$ cat config.mk
export PLATFORM = sky130hd
export DESIGN_NAME = pare_ram
export DESIGN_NICKNAME = d
export VERILOG_FILES = /design/src/hdl/pare_ram.sv
export SDC_FILE = /design/constraint.sdc
export NUM_CORES = 1
export LEC_CHECK = 0
export BUFFER_PORTS_ARGS = -buffer_cell sky130_fd_sc_hd__buf_4
export CAP_MARGIN = 20
export CORE_AREA = 2 2 164 86
export DETAILED_ROUTE_END_ITERATION = 6
export DIE_AREA = 0 0 166 88
export PLACE_DENSITY = 0.64
export REMOVE_ABC_BUFFERS = 1
export SLEW_MARGIN = 20
export SYNTH_ARGS = -nofsm -noshare
export SYNTH_HDL_FRONTEND = slang
export SYNTH_SLANG_ARGS = --single-unit
$ cat constraint.sdc
create_clock -name clk -period 2.05 [get_ports clk]
set_input_delay 0.205 -clock clk [delete_from_list [all_inputs] [get_ports clk]]
set_output_delay 0.205 -clock clk [all_outputs]
set_load 0.01 [all_outputs]
$ cat src/hdl/pare_ram.sv
`timescale 1ns / 1ps
// ----------------------------------------------------------------------------
// pare_ram
// generic simple dual-port ram, one write port, one registered read port
// ----------------------------------------------------------------------------
module pare_ram #(
  parameter int WIDTH = 8,
  parameter int DEPTH = 16
) (
  input  logic                     clk,
  input  logic                     we,
  input  logic [$clog2(DEPTH)-1:0] waddr,
  input  logic [WIDTH-1:0]         wdata,
  input  logic [$clog2(DEPTH)-1:0] raddr,
  output logic [WIDTH-1:0]         rdata
);

  logic [WIDTH-1:0] mem [DEPTH];

  always_ff @(posedge clk) begin
    if (we) begin
      mem[waddr] <= wdata;
    end
    rdata <= mem[raddr];
  end

endmodule

## Word-level counts from Yosys, hierarchy flattened

Memory sizes are Yosys's and may differ from the RTL's. A register that Yosys moved wholly into a read port is not among the register bits.
Cells that the tools add are included.

| cells by class | value |
|---|---|
| multiplexer cells | 2 |

Operator list:

| cell | number |
|---|---|
| $mux W1 | 2 |

| word-level totals | value |
|---|---|
| flip-flop bits (word level) | 0 |
| memory bits (writable) | 128 |
| input port bits | 18 |
| output and inout port bits | 8 |
| logic and storage cells | 3 |
| memories | 1 |

Memory list:

| name | words | width | rd ports | clocked after memory_dff | wr ports | RTL line | text |
|---|---|---|---|---|---|---|---|
| mem | 16 | 8 | 1 | 1 | 1 | 18 | `logic [WIDTH-1:0] mem [DEPTH];` |

## Logic depth before layout (Yosys ltp)

Gate-level depths: netlist of run 1.

| logic depth | value |
|---|---|
| depth in word-level cells | 2 |
| gate-level depth with buffers | 5 |
| mapped depth without buffers | 3 |

## Least setup slack after synthesis of run 1

No wires, ideal clock.

| timing path | value |
|---|---|
| kind | in2reg |
| start | input waddr[2] |
| end | memory mem[0][0], enable pin |
| setup time | 0.383 ns |
| arrival | 1.315 ns |
| data required time | 1.667 ns |
| slack | 0.352 ns |
| stages on the path | 2 |
| path buffers | 0 |
| path through | or3b_2 nor3_1 |

RTL lines:

| what | RTL line | text |
|---|---|---|
| from (decl) | 12 | `input logic [$clog2(DEPTH)-1:0] waddr,` |
| to (decl) | 18 |  |

Straight into the memory's write port.

==> results of run 1 <==
## stage by stage
step                instances  instance area, um^2  setup WS [ps]  hold WS [ps]
finish                    475                 6310            723          94.5
global route              475                 6310            622           111
CTS                       475                 6310            700          85.2
detailed placement        443                 5650            307           524
global placement          443                 5650            315           511
floorplan                 219                 5060            352           304
## area by class of cell
| class | instances | area share (%) |
|---|---|---|
| clock buffer | 19 | 7.02 |
| timing repair buffer | 48 | 5.91 |
| multi-input combinational | 83 | 16.7 |
| tap | 176 | 3.49 |
| sequential | 136 | 63.4 |
| clock inverter | 13 | 3.43 |
## cell usage after synthesis (2+ instances only)
library cell     number
edfxtp_1            128
mux4_2               18
a22oi_1              16
mux4_1               14
nor2_1               13
nand2_1               9
dfxtp_1               8
nor3_1                4
buf_2                 3
buf_6                 3
clkdlybuf4s25_2       3
nand2b_1              2
nand3b_1              2
## worst max-delay path, stage by stage, from the launching register on
cell and delay, ps:
edfxtp_1 340, mux4_1 540, a22oi_1 220, nand2_1 100
## where the power goes
| part | leakage (nW) | internal [mW] | switching (mW) |
|---|---|---|---|
| combinational | 0.616 | 0.146 | 0.172 |
| clock | 0.323 | 2.21 | 1.17 |
| sequential | 1.22 | 3.11 | 0.0183 |
| total | 2.16 | 5.47 | 1.36 |
## worst paths after layout
kind / depth (start not counted) / slack, ps / to
worst max-delay path: 3 / 720 / rdata[2]
worst min-delay path: 1 / 90 / mem[7][6]
worst min register to register: 3 / 680 / rdata[0]
worst max register to register: 3 / 720 / rdata[2]
## metal layers
layer | share of wire [%] | wire (um)
met1 | 51 | 5430
met3 | 4.1 | 434
met5 | 0 | 0
met2 | 43 | 4570
met4 | 1.1 | 121
## flip-flops by register name, summed over array words and instances (netlist names)
signal  count
mem       128
rdata       8
## logic make-up after synthesis
family / Yosys count
AO/OA/AOI/OAI: 16
buffers and inverters: 10
flip-flops: 136
multiplexers: 32
AND/OR/NAND/NOR: 35
==> metrics.yaml, run 1 <==
synth-xor-area-share_pct: 0
worst_slew_pin_slew_ps: 504
synth_area_per_cell_um2: 22.5
final_cell_mix: "128 x edfxtp_1, 47 x buf_4, 18 x mux4_2"
synth_area_leader_cell: "edfxtp_1"
grt_max_degree: 33
clock_sinks: 136
cts_buffers: 17
grtUsageTotal_pct: 15.8
final_antenna_net_count: 0
start_util_pct: 39.1
hold_buffers: 0
grt_busiest_layer: "met1"
die_area_um2: 14600
peakVddDrop_mv: 0.594
dpl.hpwl_mm: 6.96
gp_congestion: 0.813
rows: 30
gr-usage-met1_pct: 23.4
skew_ps: 9.39
critPathCaptureType: "flip-flop"
synth_fa_ha_area_share_pct: 0
final_util_pct: 47.9
drtPass1Iterations: 7
tns_ps: 0
critPathArrivalTime_ps: 1620
synth.top_cells.by_area: "edfxtp_1 75%, mux4_2 7.9%, mux4_1 7.1%"
route.detailed.drc: 0
p_per_area_nw_per_um2: 1080
grt-ovfl-total: 0
cts-root-buf: "clkbuf_16"
io_buffers: 25
layout-drive-gt1-share_pct: 32.8
postCtsSetupRepairBufs: 0
max_cap_violations: 0
crit_path_start: "mem[5][2]"
clock_latency_ps: 410
multiInputGateArea_um2: 1060
use_met2_pct: 22.6
wl_per_cell_um: 22.2
use_met3_pct: 4.16
rsz0062_at_grt: "no"
yosysWarnings: 0
drt-total-wl_mm: 10.6
synth_mux_area_share_pct: 15.0
grt_first_pass_wirelength_mm: 16.1
critPathMaxFanout: 1
ios: 26
period_minus_slack_ps: 1330
fmax_ghz: 0.753
ys_types: 19
cts_tree: "built"
startpoint_type: "flip-flop"
slew_violations: 0
finalCritPeriodShare_pct: 64.7
synth_top_family_by_area: "multiplexers"
timing.rr.start: "mem[5][2]"
viasPerCell: 5.29
synthesis.area_um2: 5150
clockBufferDepth: 2
min_from: "wdata[6]"
finalNetCount: 304
synthArstFlopShare_pct: 0
worstSetupPathType: "reg2reg"
cts_resized: 0
seqCellArea_um2: 4000
fp.dieH_um: 88
setup_viol: 0
worst_hold_path_type: "in2reg"
leakage_nw: 2.16
vias: 2512
seq_area_frac_synth_pct: 77.8
ys_ff_latch: 136
synth_flop_cell: "edfxtp_1"
yosys.area_share.simple_pct: 3.18
antenna_found_initial: 0
synth_edf_count: 128
synth.top_cell.area_share_pct: 74.7
antennaDiodeCount: 0
path_clk_slew_ps: 60
synth_compound_area_share_pct: 2.33
slew_headroom_pct: 66.3
final_hold_viol_count: 0
synthCells: 229
fillerInstances: 1067
grt_pass1_vias: 2574
worstPathRequired_ps: 2340
outcome: "completed"
core-area_um2: 13200
fin_total_pwr_mw: 6.83
die_x_um: 166
final_common_cell: "edfxtp_1"
drt_iter0_drc: 256
syn_to_final_growth_pct: 22.7
htreeDepth: 4
(Power assumes the default switching activity.)
==> inputs of run 2 (changes only) <==
Clock period 2.05 ns to 1.3 ns, I/O delays scaled along.
==> run 2 against run 1 <==
Net effect: cell count increased by 2.1%; the run now ends with negative setup slack left; sequential share of layout area decreased by 0.44 points; highest routed layer unchanged; critical path depth unchanged; register-to-register slack got worse by 730 ps; sequential power increased by 58%; power increased by 48%.
==> metrics.yaml, run 2 (synthesis results as in run 1) <==
outcome: "finished, violations left"
violations: "negative setup slack"
grt_max_degree: 19
tns_ps: -5.61
setup_viol: 1
layout-drive-gt1-share_pct: 38.8
rows: 30
vias: 2618
peakVddDrop_mv: 0.760
postCtsSetupRepairBufs: 0
path_clk_slew_ps: 60
layout.cells.non_filler: 485
startpoint_type: "flip-flop"
fin_total_pwr_mw: 10.1
slew_violations: 0
finalNetCount: 315
fp.dieH_um: 88
clock_latency_ps: 410
p_per_area_nw_per_um2: 1590
p_clk_share_pct: 45.6
dp.cells: 454
drtPass1Iterations: 5
drt_iter0_drc: 242
finalWorstSetupSlack_ps: -5.61
reg2reg_slack_ps: -6
critPathTopFamily: "multiplexers"
syn_to_final_growth_pct: 23.5
route.detailed.drc: 0
p_switching_mw: 1.97
cts-root-buf: "clkbuf_16"
core-area_um2: 13200
grt_first_pass_wirelength_mm: 16.5
combinationalPowerShare_pct: 5.6
critPathBufInv: 0
fillerInstances: 1063
crit_chain: "mux4_2 -> a22oi_2 -> nand2_1"
dpl.hpwl_mm: 7.42
timing.rr.start: "mem[3][2]"
grt-ovfl-total: 0
worst_slew_pin_slew_ps: 1030
reg_top3: "mem: 128 flops, rdata: 8 flops"
largest_reg_flops: 128
gp_congestion: 0.769
die_x_um: 166
critPathMaxFanout: 1
largest_register: "mem"
min_from: "wdata[1]"
antennaDiodeCount: 0
slew_headroom_pct: 31.4
critPathArrivalTime_ps: 1580
max_cap_violations: 0
leakage_nw: 2.15
start_util_pct: 39.1
final_antenna_net_count: 0
switching_share_pct: 19.5
slowest_delay_ps: 510
final_common_cell: "edfxtp_1"
slowest_stage: "mux4_2"
grtUsageTotal_pct: 16.2
skew_ps: 5.72
p_seq_share_pct: 48.8
clockBufferDepth: 2
final_cell_mix: "128 x edfxtp_1, 55 x buf_4, 26 x mux4_2"
cts_buffers: 17
fmax_ghz: 0.766
viasPerCell: 5.40
die_area_um2: 14600
rsz0062_at_grt: "yes"
final_hold_viol_count: 0
crit_path_start: "mem[3][2]"
grt_pass1_vias: 2654
clock_sinks: 136
worstSetupPathType: "reg2reg"
whs_ps: 33.2
worst_hold_path_type: "in2reg"
critPathCaptureType: "flip-flop"
io_buffers: 25
wl_per_cell_um: 22.6
finalCritPeriodShare_pct: 100
drt-total-wl_mm: 11.0
worstPathRequired_ps: 1580
period_minus_slack_ps: 1310
ios: 26
cts_tree: "built"
htreeDepth: 4
p_int_mw: 8.14
antenna_found_initial: 0
-- run 2: power by group through the flow --
| stage | Combinational, mW | Sequential [mW] | Clock (mW) |
|---|---|---|---|
| 2_1_floorplan | 0.196 | 5.03 | 0 |
| 3_5_place_dp | 0.543 | 5.03 | 0 |
| 6_report | 0.563 | 4.94 | 4.62 |
| 3_3_place_gp | 0.527 | 5.02 | 0 |
| 4_1_cts | 0.557 | 4.94 | 4.70 |
| 5_1_grt | 0.604 | 4.94 | 4.93 |
-- run 2: path summary, 6_finish.rpt --
| check | end | depth (start not counted) |
|---|---|---|
| max | rdata[2] | 3 |
| min | mem[4][1] | 1 |
| max reg2reg | rdata[2] | 3 |
| min reg2reg | rdata[3] | 3 |
-- run 2: what timing repair did --
item,CTS,global route
setup endpoints to repair,5,7
hold buffers,0,0
gates resized for setup,9,8
pin swaps,2,3
-- run 2: stage by stage --
step	cell area (um^2)	util, %	worst slack [ps]
after floorplan	5060	-	-323
after global placement	5770	43.8	-213
after detailed placement	5770	43.8	-211
after CTS	6350	48.2	1.10
after global routing	6360	48.3	-19.8
final	6360	48.3	-5.61
-- run 2: worst register-to-register path, delay by kind of cell, from the launching register on --
kind / cells / cell delay (ps)
flip-flops: 1 / 390
AO/OA/AOI/OAI: 1 / 170
multiplexers: 1 / 510
AND/OR/NAND/NOR: 1 / 110
-- run 2: final cells by class --
class / count / area [um^2] / share of cell area [%]
multi-input cells: 83 / 1070 / 16.9
repair buffers: 59 / 493 / 7.75
well taps: 176 / 220 / 3.46
clock inverters: 11 / 131 / 2.07
flip-flops and latches: 136 / 4000 / 63.0
clock buffers: 20 / 437 / 6.87
-- run 2: layer usage --
| metal | track usage (%) | share of wire, % | up-vias |
|---|---|---|---|
| met4 | 4.43 | 0.75 | 0 |
| met1 | 23.0 | 49 | 1412 |
| li1 | - | - | 1106 |
| met5 | 0 | 0 | - |
| met2 | 23.8 | 45 | 89 |
| met3 | 6.15 | 5.8 | 11 |
